### config.mk
export PLATFORM = sky130hd
export DESIGN_NAME = radio_frame_receiver_crc_check_flat
export DESIGN_NICKNAME = d
export VERILOG_FILES = /design/src/hw/rtl/rfr_pkg.sv /design/src/hw/rtl/rfr_rx_if.sv /design/src/hw/rtl/rfr_res_if.sv /design/src/hw/rtl/rfr_frame_parser.sv /design/src/hw/rtl/rfr_result_reg.sv /design/src/hw/rtl/radio_frame_receiver_crc_check.sv /design/src/flat_wrapper.sv
export SDC_FILE = /design/constraint.sdc
export NUM_CORES = 1
export LEC_CHECK = 0
export ABC_AREA = 1
export BUFFER_PORTS_ARGS = -buffer_cell sky130_fd_sc_hd__buf_4
export CAP_MARGIN = 10
export CORE_UTILIZATION = 40
export DETAILED_ROUTE_END_ITERATION = 10
export GPL_ROUTABILITY_DRIVEN = 1
export SLEW_MARGIN = 5
export SYNTH_ARGS = -nofsm -noshare
export SYNTH_HDL_FRONTEND = slang
export SYNTH_SLANG_ARGS = --single-unit
### constraint.sdc
create_clock -name clk_i -period 4.07 [get_ports clk_i]
set_clock_uncertainty 0.1 [all_clocks]
set_input_delay 0.6105 -clock clk_i [delete_from_list [all_inputs] [get_ports clk_i]]
set_output_delay 0.6105 -clock clk_i [all_outputs]
set_load 0.01 [all_outputs]
### src/hw/rtl/rfr_pkg.sv
// Package: shared types, constants and the CRC-16 byte update of the frame receiver.
`default_nettype none

package rfr_pkg;

  localparam int unsigned StoreDepth = 14;
  localparam int unsigned StoreAw    = $clog2(StoreDepth);

  localparam logic [15:0] CrcInit = 16'hFFFF;
  localparam logic [15:0] CrcPoly = 16'h1021;
  localparam logic [7:0]  LimitReset = 8'd255;

  typedef enum logic [1:0] {
    STATUS_GOOD    = 2'd0,
    STATUS_CRC_ERR = 2'd1,
    STATUS_LEN_REJ = 2'd2
  } rfr_status_e;

  typedef enum logic [1:0] {
    ST_IDLE    = 2'd0,
    ST_PAYLOAD = 2'd1,
    ST_CRC_LO  = 2'd2,
    ST_CRC_HI  = 2'd3
  } rfr_state_e;

  typedef struct packed {
    logic [31:0] node_id;
    logic [15:0] battery_level;
    logic [7:0]  sense_flags;
    logic [23:0] count_a;
    logic [23:0] count_b;
    logic [7:0]  packet_number;
  } rfr_record_t;

  typedef struct packed {
    rfr_status_e status;
    logic [7:0]  payload_length;
    rfr_record_t record;
  } rfr_result_t;

  // CRC-16, polynomial 0x1021, MSB first, one byte per call.
  function automatic logic [15:0] crc16_byte(logic [15:0] crc, logic [7:0] data);
    logic [15:0] c;
    c = crc ^ {data, 8'h00};
    for (int k = 0; k < 8; k++) begin
      if (c[15]) begin
        c = {c[14:0], 1'b0} ^ CrcPoly;
      end else begin
        c = {c[14:0], 1'b0};
      end
    end
    return c;
  endfunction

endpackage

`default_nettype wire

### src/hw/rtl/rfr_rx_if.sv
// Interface: received byte channel with valid/ready handshake.
`default_nettype none

interface rfr_rx_if;
  logic       valid;
  logic       ready;
  logic [7:0] rx_byte;

  modport source (output valid, output rx_byte, input ready);
  modport sink (input valid, input rx_byte, output ready);
endinterface

`default_nettype wire

### src/hw/rtl/rfr_res_if.sv
// Interface: frame result channel with valid/ready handshake.
`default_nettype none

interface rfr_res_if;
  logic        valid;
  logic        ready;
  logic [1:0]  status;
  logic [7:0]  payload_length;
  logic [31:0] node_id;
  logic [15:0] battery_level;
  logic [7:0]  sense_flags;
  logic [23:0] count_a;
  logic [23:0] count_b;
  logic [7:0]  packet_number;

  modport source (
    output valid, output status, output payload_length, output node_id,
    output battery_level, output sense_flags, output count_a, output count_b,
    output packet_number, input ready
  );
  modport sink (
    input valid, input status, input payload_length, input node_id,
    input battery_level, input sense_flags, input count_a, input count_b,
    input packet_number, output ready
  );
endinterface

`default_nettype wire

### src/hw/rtl/rfr_frame_parser.sv
// Module: frame parser with length check, CRC update, field store and held record.
`default_nettype none

module rfr_frame_parser (
  input  wire logic                clk_i,
  input  wire logic                rst_ni,
  input  wire logic                accept_i,
  input  wire logic [7:0]          byte_i,
  input  wire logic [7:0]          limit_i,
  output logic                     emit_o,
  output rfr_pkg::rfr_result_t     result_o
);

  rfr_pkg::rfr_state_e state_q, state_d;
  logic [7:0]  len_q, len_d;
  logic [7:0]  count_q, count_d;
  logic [15:0] crc_q, crc_d;
  logic [7:0]  low_q, low_d;
  logic [7:0]  store_q [rfr_pkg::StoreDepth];
  logic [7:0]  store_v [rfr_pkg::StoreDepth];
  rfr_pkg::rfr_record_t rec_q, rec_d, rec_new;
  logic        len_ok;
  logic        store_we;
  logic        crc_match;

  assign len_ok    = (byte_i != 8'd0) && (byte_i < limit_i);
  assign store_we  = accept_i && (state_q != rfr_pkg::ST_IDLE) &&
                     ({1'b0, count_q} < 9'(rfr_pkg::StoreDepth));
  assign crc_match = ({byte_i, low_q} == crc_q);

  // Store contents as they stand after this byte is written.
  always_comb begin
    for (int i = 0; i < rfr_pkg::StoreDepth; i++) begin
      store_v[i] = store_q[i];
      if (store_we && (count_q[rfr_pkg::StoreAw-1:0] == rfr_pkg::StoreAw'(i))) begin
        store_v[i] = byte_i;
      end
    end
  end

  always_comb begin
    rec_new.node_id       = {store_v[3], store_v[2], store_v[1], store_v[0]};
    rec_new.battery_level = {store_v[5], store_v[4]};
    rec_new.sense_flags   = store_v[6];
    rec_new.count_a       = {store_v[9], store_v[8], store_v[7]};
    rec_new.count_b       = {store_v[12], store_v[11], store_v[10]};
    rec_new.packet_number = store_v[13];
  end

  // Next state.
  always_comb begin
    state_d = state_q;
    if (accept_i) begin
      unique case (state_q)
        rfr_pkg::ST_IDLE: begin
          if (len_ok) state_d = rfr_pkg::ST_PAYLOAD;
        end
        rfr_pkg::ST_PAYLOAD: begin
          if (count_q + 8'd1 == len_q) state_d = rfr_pkg::ST_CRC_LO;
        end
        rfr_pkg::ST_CRC_LO: state_d = rfr_pkg::ST_CRC_HI;
        rfr_pkg::ST_CRC_HI: state_d = rfr_pkg::ST_IDLE;
        default:            state_d = rfr_pkg::ST_IDLE;
      endcase
    end
  end

  // Datapath and result outputs.
  always_comb begin
    len_d   = len_q;
    count_d = count_q;
    crc_d   = crc_q;
    low_d   = low_q;
    rec_d   = rec_q;
    emit_o  = 1'b0;
    result_o.status         = rfr_pkg::STATUS_GOOD;
    result_o.payload_length = len_q;
    if (accept_i) begin
      unique case (state_q)
        rfr_pkg::ST_IDLE: begin
          if (len_ok) begin
            len_d   = byte_i;
            count_d = 8'd0;
            crc_d   = rfr_pkg::CrcInit;
          end else begin
            emit_o                  = 1'b1;
            result_o.status         = rfr_pkg::STATUS_LEN_REJ;
            result_o.payload_length = byte_i;
          end
        end
        rfr_pkg::ST_PAYLOAD: begin
          crc_d   = rfr_pkg::crc16_byte(crc_q, byte_i);
          count_d = count_q + 8'd1;
        end
        rfr_pkg::ST_CRC_LO: begin
          low_d   = byte_i;
          count_d = count_q + 8'd1;
        end
        rfr_pkg::ST_CRC_HI: begin
          emit_o  = 1'b1;
          count_d = 8'd0;
          crc_d   = rfr_pkg::CrcInit;
          if (crc_match) begin
            rec_d           = rec_new;
            result_o.status = rfr_pkg::STATUS_GOOD;
          end else begin
            result_o.status = rfr_pkg::STATUS_CRC_ERR;
          end
        end
        default: begin
          count_d = 8'd0;
        end
      endcase
    end
    result_o.record = rec_d;
  end

  always_ff @(posedge clk_i or negedge rst_ni) begin
    if (!rst_ni) begin
      state_q <= rfr_pkg::ST_IDLE;
      len_q   <= 8'd0;
      count_q <= 8'd0;
      crc_q   <= rfr_pkg::CrcInit;
      low_q   <= 8'd0;
      rec_q   <= '0;
      for (int i = 0; i < rfr_pkg::StoreDepth; i++) begin
        store_q[i] <= 8'd0;
      end
    end else begin
      state_q <= state_d;
      len_q   <= len_d;
      count_q <= count_d;
      crc_q   <= crc_d;
      low_q   <= low_d;
      rec_q   <= rec_d;
      for (int i = 0; i < rfr_pkg::StoreDepth; i++) begin
        store_q[i] <= store_v[i];
      end
    end
  end

  // A frame end always returns to idle with a fresh CRC.
  a_end_to_idle: assert property (@(posedge clk_i) disable iff (!rst_ni)
    accept_i && (state_q == rfr_pkg::ST_CRC_HI) |=>
      (state_q == rfr_pkg::ST_IDLE) && (crc_q == rfr_pkg::CrcInit) && (count_q == 8'd0))
    else $error("frame end did not return to idle");

  // The payload count never reaches the frame length while in the payload phase.
  a_count_bound: assert property (@(posedge clk_i) disable iff (!rst_ni)
    (state_q == rfr_pkg::ST_PAYLOAD) |-> (count_q < len_q))
    else $error("payload count out of range");

  // The held record only changes on a good frame end.
  a_record_hold: assert property (@(posedge clk_i) disable iff (!rst_ni)
    !(emit_o && (result_o.status == rfr_pkg::STATUS_GOOD)) |=> $stable(rec_q))
    else $error("record changed without a good frame");

endmodule

`default_nettype wire

### src/hw/rtl/rfr_result_reg.sv
// Module: one-word output register between the parser and the result channel.
`default_nettype none

module rfr_result_reg (
  input  wire logic                 clk_i,
  input  wire logic                 rst_ni,
  input  wire logic                 load_i,
  input  wire rfr_pkg::rfr_result_t data_i,
  input  wire logic                 out_ready_i,
  output logic                      out_valid_o,
  output rfr_pkg::rfr_result_t      data_o,
  output logic                      can_load_o
);

  logic                 valid_q, valid_d;
  rfr_pkg::rfr_result_t data_q;

  assign can_load_o  = !valid_q || out_ready_i;
  assign out_valid_o = valid_q;
  assign data_o      = data_q;

  always_comb begin
    valid_d = valid_q;
    if (out_ready_i) valid_d = 1'b0;
    if (load_i) valid_d = 1'b1;
  end

  always_ff @(posedge clk_i or negedge rst_ni) begin
    if (!rst_ni) begin
      valid_q <= 1'b0;
    end else begin
      valid_q <= valid_d;
    end
  end

  always_ff @(posedge clk_i) begin
    if (load_i) begin
      data_q <= data_i;
    end
  end

endmodule

`default_nettype wire

### src/hw/rtl/radio_frame_receiver_crc_check.sv
// Top level: length-prefixed radio frame receiver with CRC-16 check and telemetry record.
// Registered result: valid in the cycle after the byte that ends or rejects a frame.
// Throughput: one byte per cycle unless ready drops; one unrolled CRC-16 update per byte.
// Input ready drops only while a finished result word waits and the sink is not ready.
// Reset (rst_ni low, asynchronous): receiver idle, CRC 0xFFFF, field store and record
// cleared, length limit 255, no result pending.
`default_nettype none

module radio_frame_receiver_crc_check (
  input  wire logic       clk_i,
  input  wire logic       rst_ni,
  input  wire logic       cfg_we_i,
  input  wire logic [7:0] cfg_wdata_i,
  rfr_rx_if.sink          rx_i,
  rfr_res_if.source       res_o
);

  // Length limit: the user writes it only while the receiver is idle; not enforced.
  logic [7:0] limit_q;

  logic                 accept;
  logic                 emit;
  logic                 can_load;
  rfr_pkg::rfr_result_t parse_result;
  rfr_pkg::rfr_result_t out_result;

  always_ff @(posedge clk_i or negedge rst_ni) begin
    if (!rst_ni) begin
      limit_q <= rfr_pkg::LimitReset;
    end else if (cfg_we_i) begin
      limit_q <= cfg_wdata_i;
    end
  end

  // A byte is taken whenever the output register is empty or being drained, so a
  // finished result never blocks the byte stream unless the sink itself stalls.
  assign rx_i.ready = can_load;
  assign accept     = rx_i.valid && can_load;

  // The parser does all work for one byte in a single pass: length check, CRC
  // update, store write and record refresh at the final CRC byte.
  rfr_frame_parser u_parser (
    .clk_i    (clk_i),
    .rst_ni   (rst_ni),
    .accept_i (accept),
    .byte_i   (rx_i.rx_byte),
    .limit_i  (limit_q),
    .emit_o   (emit),
    .result_o (parse_result)
  );

  // The output register holds one result word until the sink takes it.
  rfr_result_reg u_result (
    .clk_i       (clk_i),
    .rst_ni      (rst_ni),
    .load_i      (emit),
    .data_i      (parse_result),
    .out_ready_i (res_o.ready),
    .out_valid_o (res_o.valid),
    .data_o      (out_result),
    .can_load_o  (can_load)
  );

  assign res_o.status         = out_result.status;
  assign res_o.payload_length = out_result.payload_length;
  assign res_o.node_id        = out_result.record.node_id;
  assign res_o.battery_level  = out_result.record.battery_level;
  assign res_o.sense_flags    = out_result.record.sense_flags;
  assign res_o.count_a        = out_result.record.count_a;
  assign res_o.count_b        = out_result.record.count_b;
  assign res_o.packet_number  = out_result.record.packet_number;

endmodule

`default_nettype wire

### src/flat_wrapper.sv
// flat-port wrapper written by rule: the top's interface ports become plain ports
module radio_frame_receiver_crc_check_flat 
  (clk_i, rst_ni, cfg_we_i, cfg_wdata_i, rx_i_valid, rx_i_rx_byte, rx_i_ready, res_o_valid, res_o_status, res_o_payload_length, res_o_node_id, res_o_battery_level, res_o_sense_flags, res_o_count_a, res_o_count_b, res_o_packet_number, res_o_ready);
  rfr_rx_if rx_i_i ();
  rfr_res_if res_o_i ();
  input  wire logic clk_i;
  input  wire logic rst_ni;
  input  wire logic cfg_we_i;
  input  wire logic [7:0] cfg_wdata_i;
  input wire logic [$bits(rx_i_i.valid)-1:0] rx_i_valid;
  input wire logic [$bits(rx_i_i.rx_byte)-1:0] rx_i_rx_byte;
  output wire logic [$bits(rx_i_i.ready)-1:0] rx_i_ready;
  output wire logic [$bits(res_o_i.valid)-1:0] res_o_valid;
  output wire logic [$bits(res_o_i.status)-1:0] res_o_status;
  output wire logic [$bits(res_o_i.payload_length)-1:0] res_o_payload_length;
  output wire logic [$bits(res_o_i.node_id)-1:0] res_o_node_id;
  output wire logic [$bits(res_o_i.battery_level)-1:0] res_o_battery_level;
  output wire logic [$bits(res_o_i.sense_flags)-1:0] res_o_sense_flags;
  output wire logic [$bits(res_o_i.count_a)-1:0] res_o_count_a;
  output wire logic [$bits(res_o_i.count_b)-1:0] res_o_count_b;
  output wire logic [$bits(res_o_i.packet_number)-1:0] res_o_packet_number;
  input wire logic [$bits(res_o_i.ready)-1:0] res_o_ready;
  assign rx_i_i.valid = rx_i_valid;
  assign rx_i_i.rx_byte = rx_i_rx_byte;
  assign rx_i_ready = rx_i_i.ready;
  assign res_o_valid = res_o_i.valid;
  assign res_o_status = res_o_i.status;
  assign res_o_payload_length = res_o_i.payload_length;
  assign res_o_node_id = res_o_i.node_id;
  assign res_o_battery_level = res_o_i.battery_level;
  assign res_o_sense_flags = res_o_i.sense_flags;
  assign res_o_count_a = res_o_i.count_a;
  assign res_o_count_b = res_o_i.count_b;
  assign res_o_packet_number = res_o_i.packet_number;
  assign res_o_i.ready = res_o_ready;
  radio_frame_receiver_crc_check u_core (.clk_i(clk_i), .rst_ni(rst_ni), .cfg_we_i(cfg_we_i), .cfg_wdata_i(cfg_wdata_i), .rx_i(rx_i_i), .res_o(res_o_i));
endmodule
-- Word-level counts from Yosys, hierarchy flattened
Cells that the tools add are included.
- input bits: 21
- memory bits (writable): 0
- word-level logic and storage cells: 155
- bits in latches: 0
- memories kept: 0
- ROM bits: 0
- bits in registers: 397
- output and inout port bits: 124
- multiplexer cells: 56
- shift-type cells: 0
- add/sub/neg operators: 1
- reductions and logical operators: 32
- div/mod/pow operators: 0
- multipliers: 0
- bitwise logic cells: 9
- eq/ne operators: 20
- $lt $le $gt $ge: 2
- operators with widths (cell ; number):
    112-bit 2-to-1 mux ; 3
    16-bit 2-to-1 mux ; 15
    8-bit 2-to-1 mux ; 17
    13-bit 2-to-1 mux ; 8
    16-bit case mux with 3 select lines ; 1
    4-bit == test, second input constant ; 6
    3-bit NOT ; 8
    8-bit case mux with 3 select lines ; 1
    1-bit logical AND ; 18
    16-bit == test ; 1
    4-bit by 3-bit == test with 1-bit output, second input constant ; 4
    16-bit XOR ; 1
    10-bit 2-to-1 mux ; 1
    3-bit AND reduction ; 3
    8-bit by 1-bit adder with 8-bit output, second input constant ; 1
    4-bit by 2-bit == test with 1-bit output, second input constant ; 2
    8-bit == test ; 1
    8-bit by 4-bit less-than comparator with 1-bit output, second input constant ; 1
    8-bit less-than comparator ; 1
    2-bit case mux with 4 select lines ; 1
    8-bit nonzero test ; 1
    1-bit 2-to-1 mux ; 5
    2-bit == test, second input constant ; 2
    4-bit by 1-bit == test with 1-bit output, second input constant ; 1
    13 further kinds ; 17

-- Longest topological paths before layout
Gate-level depths: netlist (run 1).
- depth in word-level cells: 32
- gate-level depth with buffers: 13
- depth with buffers taken out: 13

-- Cells and area by module
Synthesis (run 1) repeated with hierarchy kept, for this count alone.
- cells, all modules: 1492
- area total of the unflattened synthesis: 15574.9 µm²
- by module, submodules not included (module ; sequential area each (µm²) ; area an instance (µm²) ; times used ; cells each):
    rfr_frame_parser ; 6676.4 ; 11543.6 ; 1 ; 1329
    rfr_result_reg ; 3688.5 ; 3708.6 ; 1 ; 127
    radio_frame_receiver_crc_check ; 210.2 ; 322.8 ; 1 ; 36

-- Worst setup path after synthesis (run 1)
No wires, ideal clock.
- path kind: input -> register
- from: input res_o_ready
- to: register u_core.u_result.data_q (netlist bit u_core.u_result.data_o[0]) (enable)
- setup time: 0.485 ns
- arrival: 4.100 ns
- slack: -0.615 ns
- stages: 7
- path buffers: 1
- required time: 3.485 ns
- path through: inv_1 -> nand2_1 -> nand2_1 -> nor2_1 -> clkbuf_1 -> nand2_1 -> nand2_1
- longest elaborated chain between the ends: 3
- ends and longest elaborated chain (what ; line ; text):
    start: declaration ; flat_wrapper.sv:22 ; input wire logic [$bits(res_o_i.ready)-1:0] res_o_ready;
    1-bit logical OR ; rfr_result_reg.sv:18 ; assign can_load_o = !valid_q || out_ready_i;
    net rx_i_ready ; flat_wrapper.sv:12 ; output wire logic [$bits(rx_i_i.ready)-1:0] rx_i_ready;
    1-bit logical AND ; radio_frame_receiver_crc_check.sv:38 ; assign accept = rx_i.valid && can_load;
    1-bit 2-to-1 mux ; rfr_frame_parser.sv:78 ; if (accept_i) begin
    net u_core.emit ; radio_frame_receiver_crc_check.sv:22 ; logic emit;
    end signal: assignment ; rfr_result_reg.sv:38 ; data_q <= data_i;
    end: declaration ; rfr_result_reg.sv:16 ; rfr_pkg::rfr_result_t data_q;
The timed path passes the listed nets, and every way through them passes these cells.
A chain may end at the register's enable or synchronous reset.

==> reports/qor.txt, run 1 <==
Seq. cell area: 10600 sq um
Row Count: 71
Post-synth EDFFs: 122
Worst VDD drop: 0.000351 V
GRT overflow: 0
Worst slew pin tran: 1.17 ns
GRT met1 Usage: 27.5%
Post-Route Setup TNS: 0 ns
Skew-Pair Late Insertion Delay: 0.55 ns
Max_slew headroom: 22.2%
Placeable Area: 37700 sq um
Library cells used by synthesis: 31
Most Crowded Layer GR: met2
R2R Setup Slk: 1.22 ns
Max Freq: 0.350 GHz
Placed insts: 2022
Leakage: 8.52 nW
Req. time, crit path: 4.37 ns
Setup crit start kind: register
Mean post-synth cell area: 10.7 sq um
Cell area power density: 633 nW/um^2
Num ports: 145
Vias post-DR: 10300
Crit path from: u_core.u_parser.state_q[0]
Largest net degree at the start of global routing: 113
Yosys top cell area share: 41.1%
PostCTS Resize Cnt: 0
Die Area: 39000 sq um
Final #Nets: 1591
Synth-to-layout area growth: 18.8%
Sink Count: 397
Top cells by area, synth: dfrtp_1 (41%), edfxtp_1 (24%), nand2_1 (12%)
Crit Path Max Fanout: 16
Final setup viols: 0
Synthesis warning total: 0
Run status: completed
Drc violations: 0
Antenna Nets Post-Route: 0
Worst R2R Start: u_core.u_parser.state_q[0]
Critical path class: register to register
Yosys top cell by area: dfrtp_1
First-pass GRT wire length: 58.7 mm
Clock root cell: clkbuf_16
Synth async-reset ratio: 69.3%
Fill count: 3478
Net Count, Synth: 1462
Die W: 197 um
DP Wirelength: 21.6 mm
RSZ-0062 raised after global routing: false
Inserted Clock Buffers: 42
Mapped Cells: 1426
CTS tree: yes
1st-iter DRT viols: 742
DR pass1 iterations: 4
Final min period: 2.85 ns
Post-CTS setup buffer count: 0
Most numerous cell in the Yosys netlist: nand2_1
Hold crit path type: primary input to async pin
Synth Flop Type: dfrtp_1
DR WL/cell: 17.7 um
Vias in the first global route: 10400
Total wire length: 37.1 mm
Area of the multi-input gates: 4180 sq um
CTS clk-pin slew, worst paths: 0.06 ns
Final worst slack: 1.22 ns
Initial core utilization: 40.6%
Vias per cell: 4.88
Max Transition Viols Final: 0
Final worst-path cycle share: 70.1%
CTS Hold Buffers Added: 0
R2r endpoint: u_core.u_result.data_o[59]
Final Non-Filler Cells: 2100
Seq cells post-synth: 397
# port buffers: 144
Commonest cells post-synth: nand2_1 (492), dfrtp_1 (251), nand3_1 (168)
Sequential cell area fraction in the yosys report: 69.2%
Mapped Area: 15300 sq um
End point of the critical path: u_core.u_result.data_o[59]
Worst Path Arrival: 3.16 ns
Layout cells sized above 1: 16.8%
Total track usage: 19.7%
CTS Buffer Depth: 3
Hold Vio Cnt, Final: 0
Crit end category: register
DP Worst Slack: 1.05 ns
Max-cap violations: 0
FF-to-FF path depth: 11
GR Layer Usage met3: 3.55%
Die Y: 197 um
Initial antenna violation count: 1
Met2 GRT Util: 31.1%
Clock H-tree levels: 2
Routability cong.: 0.820
cell type report:
type	instances	area share, %
inverters	49	1.01
clock buffers	59	6.64
multi-input cells	908	23.0
flip-flops and latches	397	58.3
clock inverters	18	0.634
well taps	511	3.52
diodes	1	0.0138
repair buffers	157	6.88
sequential cells by signal (all words and copies together), names as in the netlist:
name                         flops
u_core.u_result.out_valid_o      1
u_core.u_parser.len_q            8
u_core.u_parser.rec_q          112
u_core.u_parser.low_q            8
u_core.u_parser.count_q          8
u_core.u_parser.crc_q           16
u_core.limit_q                   8
u_core.u_result.data_o         122
u_core.u_parser.store_q        112
u_core.u_parser.state_q          2
where the power goes:
part / leakage (nW) / switching, mW / internal (mW) / total (mW)
Sequential: 4.83 / 0.372 / 5.00 / 5.37
Clock: 0.648 / 1.55 / 2.13 / 3.68
Combinational: 3.03 / 1.55 / 0.896 / 2.45
Total: 8.52 / 3.48 / 8.02 / 11.5
cell families (layout without fill, tap and decap cells):
family / after synthesis / after routing / synth area share [%]
DFF: 397 / 397 / 69.2
xor gates and xnor gates: 21 / 21 / 1.20
and+or+nand+nor: 709 / 709 / 19.4
buffers and inverters: 121 / 283 / 3.60
other: 0 / 1 / 0
AOI/OAI and AO/OA: 163 / 163 / 5.44
adders and majority gates: 15 / 15 / 1.23
routing by layer:
| metal | part of all wire [%] | vias up |
|---|---|---|
| met5 | 0 | - |
| met4 | 2.1 | 0 |
| met3 | 4.6 | 54 |
| met2 | 46 | 211 |
| met1 | 47 | 5012 |
| li1 | - | 4979 |
worst max-delay path, cell delays in order, from the launching register on:
cell and delay [ns]:
dfrtp_1 0.42, inv_1 0.09, ha_1 0.25, inv_2 0.09, nand3_1 0.08, nor3_1 0.17
nand2_1 0.17, inv_2 0.15, nand3_1 0.47, o21ai_0 0.45, nand3_1 0.13, nand2_1 0.14
stage by stage:
| stage | util (%) | power (mW) | hold slack, ns | instance area (sq um) |
|---|---|---|---|---|
| after floorplan | - | 6.93 | 0.215 | 15300 |
| after global placement | 44.7 | 7.84 | 0.346 | 16800 |
| after detailed placement | 44.7 | 7.89 | 0.354 | 16800 |
| after CTS | 48.2 | 11.6 | 0.0273 | 18200 |
| after global routing | 48.2 | 12.1 | 0.0482 | 18200 |
| final | 48.2 | 11.5 | 0.00132 | 18200 |
layout by cell type, fill, tap and decap left out, types with 3 or more instances in the layout:
master     count
clkbuf_1       9
buf_12         5
clkinv_1       7
o21ai_1       51
clkbuf_8       7
nand2_1      490
inv_2          3
nand4_1        4
buf_4        151
ha_1          15
nand3_1      168
o21ai_0      102
inv_1         46
xor2_1         6
clkbuf_16     43
or2_2         11
nor2_1        21
edfxtp_1     122
dfstp_2       24
xnor2_1       15
nand3_2        3
dfrtp_1      251
clkinv_2       7
a21oi_1        5
worst min path at each step:
stage                                      end  cells after the start                        from
floorplan           u_core.u_parser.count_q[0]                      0                      rst_ni
global placement      u_core.u_parser.rec_q[9]                      2    u_core.u_parser.rec_q[9]
detailed placement  u_core.u_parser.rec_q[108]                      2  u_core.u_parser.rec_q[108]
CTS                  u_core.u_parser.rec_q[78]                      1                      rst_ni
global route         u_core.u_parser.rec_q[82]                      1                      rst_ni
finish               u_core.u_parser.rec_q[72]                      1                      rst_ni
Power figures use the tool's default switching activity.
==> run 2: changes to the inputs <==
==> constraint.sdc (replaced) <==
create_clock -name clk_i -period 2.9 [get_ports clk_i]
set_clock_uncertainty 0.1 [all_clocks]
set_input_delay 0.435 -clock clk_i [delete_from_list [all_inputs] [get_ports clk_i]]
set_output_delay 0.435 -clock clk_i [all_outputs]
set_load 0.01 [all_outputs]
==> reports/qor.txt, run 2 (synthesis results as in run 1) <==
Fill count: 3547 (was 3478)
CP top delay family: simple AND/OR/NAND/NOR gates (unchanged)
Max stage delay on crit path: 0.39 ns (was 0.47 ns)
Layout cells sized above 1: 18.5% (was 16.8%)
Critical path, cell by cell: inv_1 -> ha_1 -> inv_2 -> nand3_1 -> nor3_1 -> nand2_1 -> inv_2 -> nand3_1 -> buf_4 -> o21ai_0 -> nand3_1 -> nand2_1 (was inv_1 -> ha_1 -> inv_2 -> nand3_1 -> nor3_1 -> nand2_1 -> inv_2 -> nand3_1 -> o21ai_0 -> nand3_1 -> nand2_1)
Vias per cell: 4.90 (was 4.88)
Setup crit start kind: register (unchanged)
Leakage: 8.73 nW (was 8.52 nW)
Final worst slack: 0.246 ns (was 1.22 ns)
# port buffers: 144 (unchanged)
Vias post-DR: 10400 (was 10300)
Worst path buffer plus inverter count: 4 (was 3)
Hold Path End: u_core.limit_q[1]
Final worst-path cycle share: 91.5% (was 70.1%)
DR WL/cell: 17.3 um (was 17.7 um)
CTS Buffer Depth: 3 (unchanged)
Final #Nets: 1620 (was 1591)
Die Y: 197 um (unchanged)
Hold_sp: cfg_wdata_i[1]
Post-Route Setup TNS: 0 ns (unchanged)
Max Freq: 0.377 GHz (was 0.350 GHz)
FF-to-FF path depth: 12 (was 11)
Die W: 197 um (unchanged)
Run status: completed (unchanged)
Post-CTS setup buffer count: 0 (unchanged)
Area of the multi-input gates: 4210 sq um (was 4180 sq um)
Drc violations: 0 (unchanged)
Max-cap violations: 0 (unchanged)
Critical path class: register to register (unchanged)
Clock H-tree levels: 2 (unchanged)
Max Transition Viols Final: 0 (unchanged)
RSZ-0062 raised after global routing: false (unchanged)
Placeable Area: 37700 sq um (unchanged)
Max_slew headroom: 46.9% (was 22.2%)
Req. time, crit path: 3.20 ns (was 4.37 ns)
Cell area power density: 895 nW/um^2 (was 633 nW/um^2)
Most frequent cells in the layout: nand2_1 (486), dfrtp_1 (251), buf_4 (170), nand3_1 (167), edfxtp_1 (122) (was nand2_1 (490), dfrtp_1 (251), nand3_1 (168), buf_4 (151), edfxtp_1 (122))
Final min period: 2.65 ns (was 2.85 ns)
First-pass GRT wire length: 58.3 mm (was 58.7 mm)
Initial antenna violation count: 0 (was 1)
Post-Route Utilization: 49.4% (was 48.2%)
Hold crit path type: primary input to register (was primary input to async pin)
Worst VDD drop: 0.000530 V (was 0.000351 V)
Seq. cell area: 10600 sq um (unchanged)
DP Worst Slack: 0.237 ns (was 1.05 ns)
Number of flip-flops in the largest register: 122 (unchanged)
CTS tree: yes (unchanged)
GRT overflow: 0 (unchanged)
R2r endpoint: u_core.u_result.data_o[107] (was u_core.u_result.data_o[59])
Vias in the first global route: 10400 (about the same)
R2R Setup Slk: 0.25 ns (was 1.22 ns)
DP Wirelength: 22.9 mm (was 21.6 mm)
Pwr Total: 16.6 mW (was 11.5 mW)
Antenna Nets Post-Route: 0 (unchanged)
DR pass1 iterations: 5 (was 4)
CTS clk-pin slew, worst paths: 0.06 ns (about the same)
Hold Vio Cnt, Final: 0 (unchanged)
Final setup viols: 0 (unchanged)
Slowest-stage cell, CP: dfrtp_1 (was nand3_1)
Most common cell after layout, fill and taps aside: nand2_1 (unchanged)
# diodes: 0 (was 1)
Crit Path Max Fanout: 12 (was 16)
1st-iter DRT viols: 789 (was 742)
Synth-to-layout area growth: 21.7% (was 18.8%)
Routability cong.: 0.896 (was 0.820)
Largest net degree at the start of global routing: 86 (was 113)
Worst R2R Start: u_core.u_parser.state_q[0] (unchanged)
Skew-Pair Late Insertion Delay: 0.56 ns (was 0.55 ns)
Worst Path Arrival: 2.96 ns (was 3.16 ns)
Row Count: 71 (unchanged)
Inserted Clock Buffers: 43 (was 42)
Total wire length: 36.9 mm (was 37.1 mm)
Worst slew pin tran: 0.796 ns (was 1.17 ns)
Die Area: 39000 sq um (unchanged)
Num ports: 145 (unchanged)
Total track usage: 19.3% (was 19.7%)
Most used cell, CP: nand3_1 (unchanged)
Initial core utilization: 40.6% (unchanged)
Clock root cell: clkbuf_16 (unchanged)
Hold Path Stages: 3
Sink Count: 397 (unchanged)
Crit end category: register (unchanged)
## run 2: layer usage
metal	global-route usage, %	routed length [um]	up-vias
li1	-	-	5044
met1	27.7	17600	5082
met2	30.3	16700	252
met3	3.06	1740	59
met4	5.57	829	0
met5	0	0	-
## run 2: timing repair
| action | CTS | global route |
|---|---|---|
| hold buffers | 3 | 0 |
| hold endpoints to repair | 62 | 0 |
| endpoints found under the setup margin | 0 | 40 |
| resized for setup | 0 | 8 |
## run 2: worst reg2reg max path, stage by stage (launching register included)
cell and delay (ns):
dfrtp_1 0.39, inv_1 0.08, ha_1 0.24, inv_2 0.08
nand3_1 0.07, nor3_1 0.20, nand2_1 0.16, inv_2 0.16
nand3_1 0.17, buf_4 0.23, o21ai_0 0.38, nand3_1 0.15
nand2_1 0.11
## run 2: how the worst max path moves through the flow
stage                                     from                           to  slack, ns  cells past startpoint
floorplan                          res_o_ready    u_core.u_result.data_o[0]       0.15                      7
global placement    u_core.u_parser.state_q[0]   u_core.u_result.data_o[92]       0.26                     12
detailed placement  u_core.u_parser.state_q[0]   u_core.u_result.data_o[92]       0.24                     12
CTS                 u_core.u_parser.state_q[0]   u_core.u_result.data_o[92]       0.16                     11
global route        u_core.u_parser.state_q[0]   u_core.u_result.data_o[74]      0.001                     13
finish              u_core.u_parser.state_q[0]  u_core.u_result.data_o[107]       0.25                     12
## run 2: per-stage QoR
stage                     cell area (sq um)  hold WS, ns  cells
after floorplan                       15300       0.0394   1426
after global placement                17100        0.328   2047
after detailed placement              17100        0.333   2047
after CTS                             18600      0.00179   2130
after global routing                  18600       0.0237   2130
final                                 18600       0.0207   2130
## run 2: cell type report
type,instances,share of cell area (%)
clock buffer,61,6.47
clock inverter,19,1.29
inverter,49,0.989
timing repair buffer,185,8.29
sequential,397,56.9
multi-input combinational,908,22.7
tap,511,3.44
## run 2: report_power, final
part           leakage, nW  total [mW]  switching [mW]  internal (mW)
clock network        0.701        5.51            2.23           3.28
logic                 3.19        3.60            2.23           1.37
registers             4.83        7.54           0.531           7.01
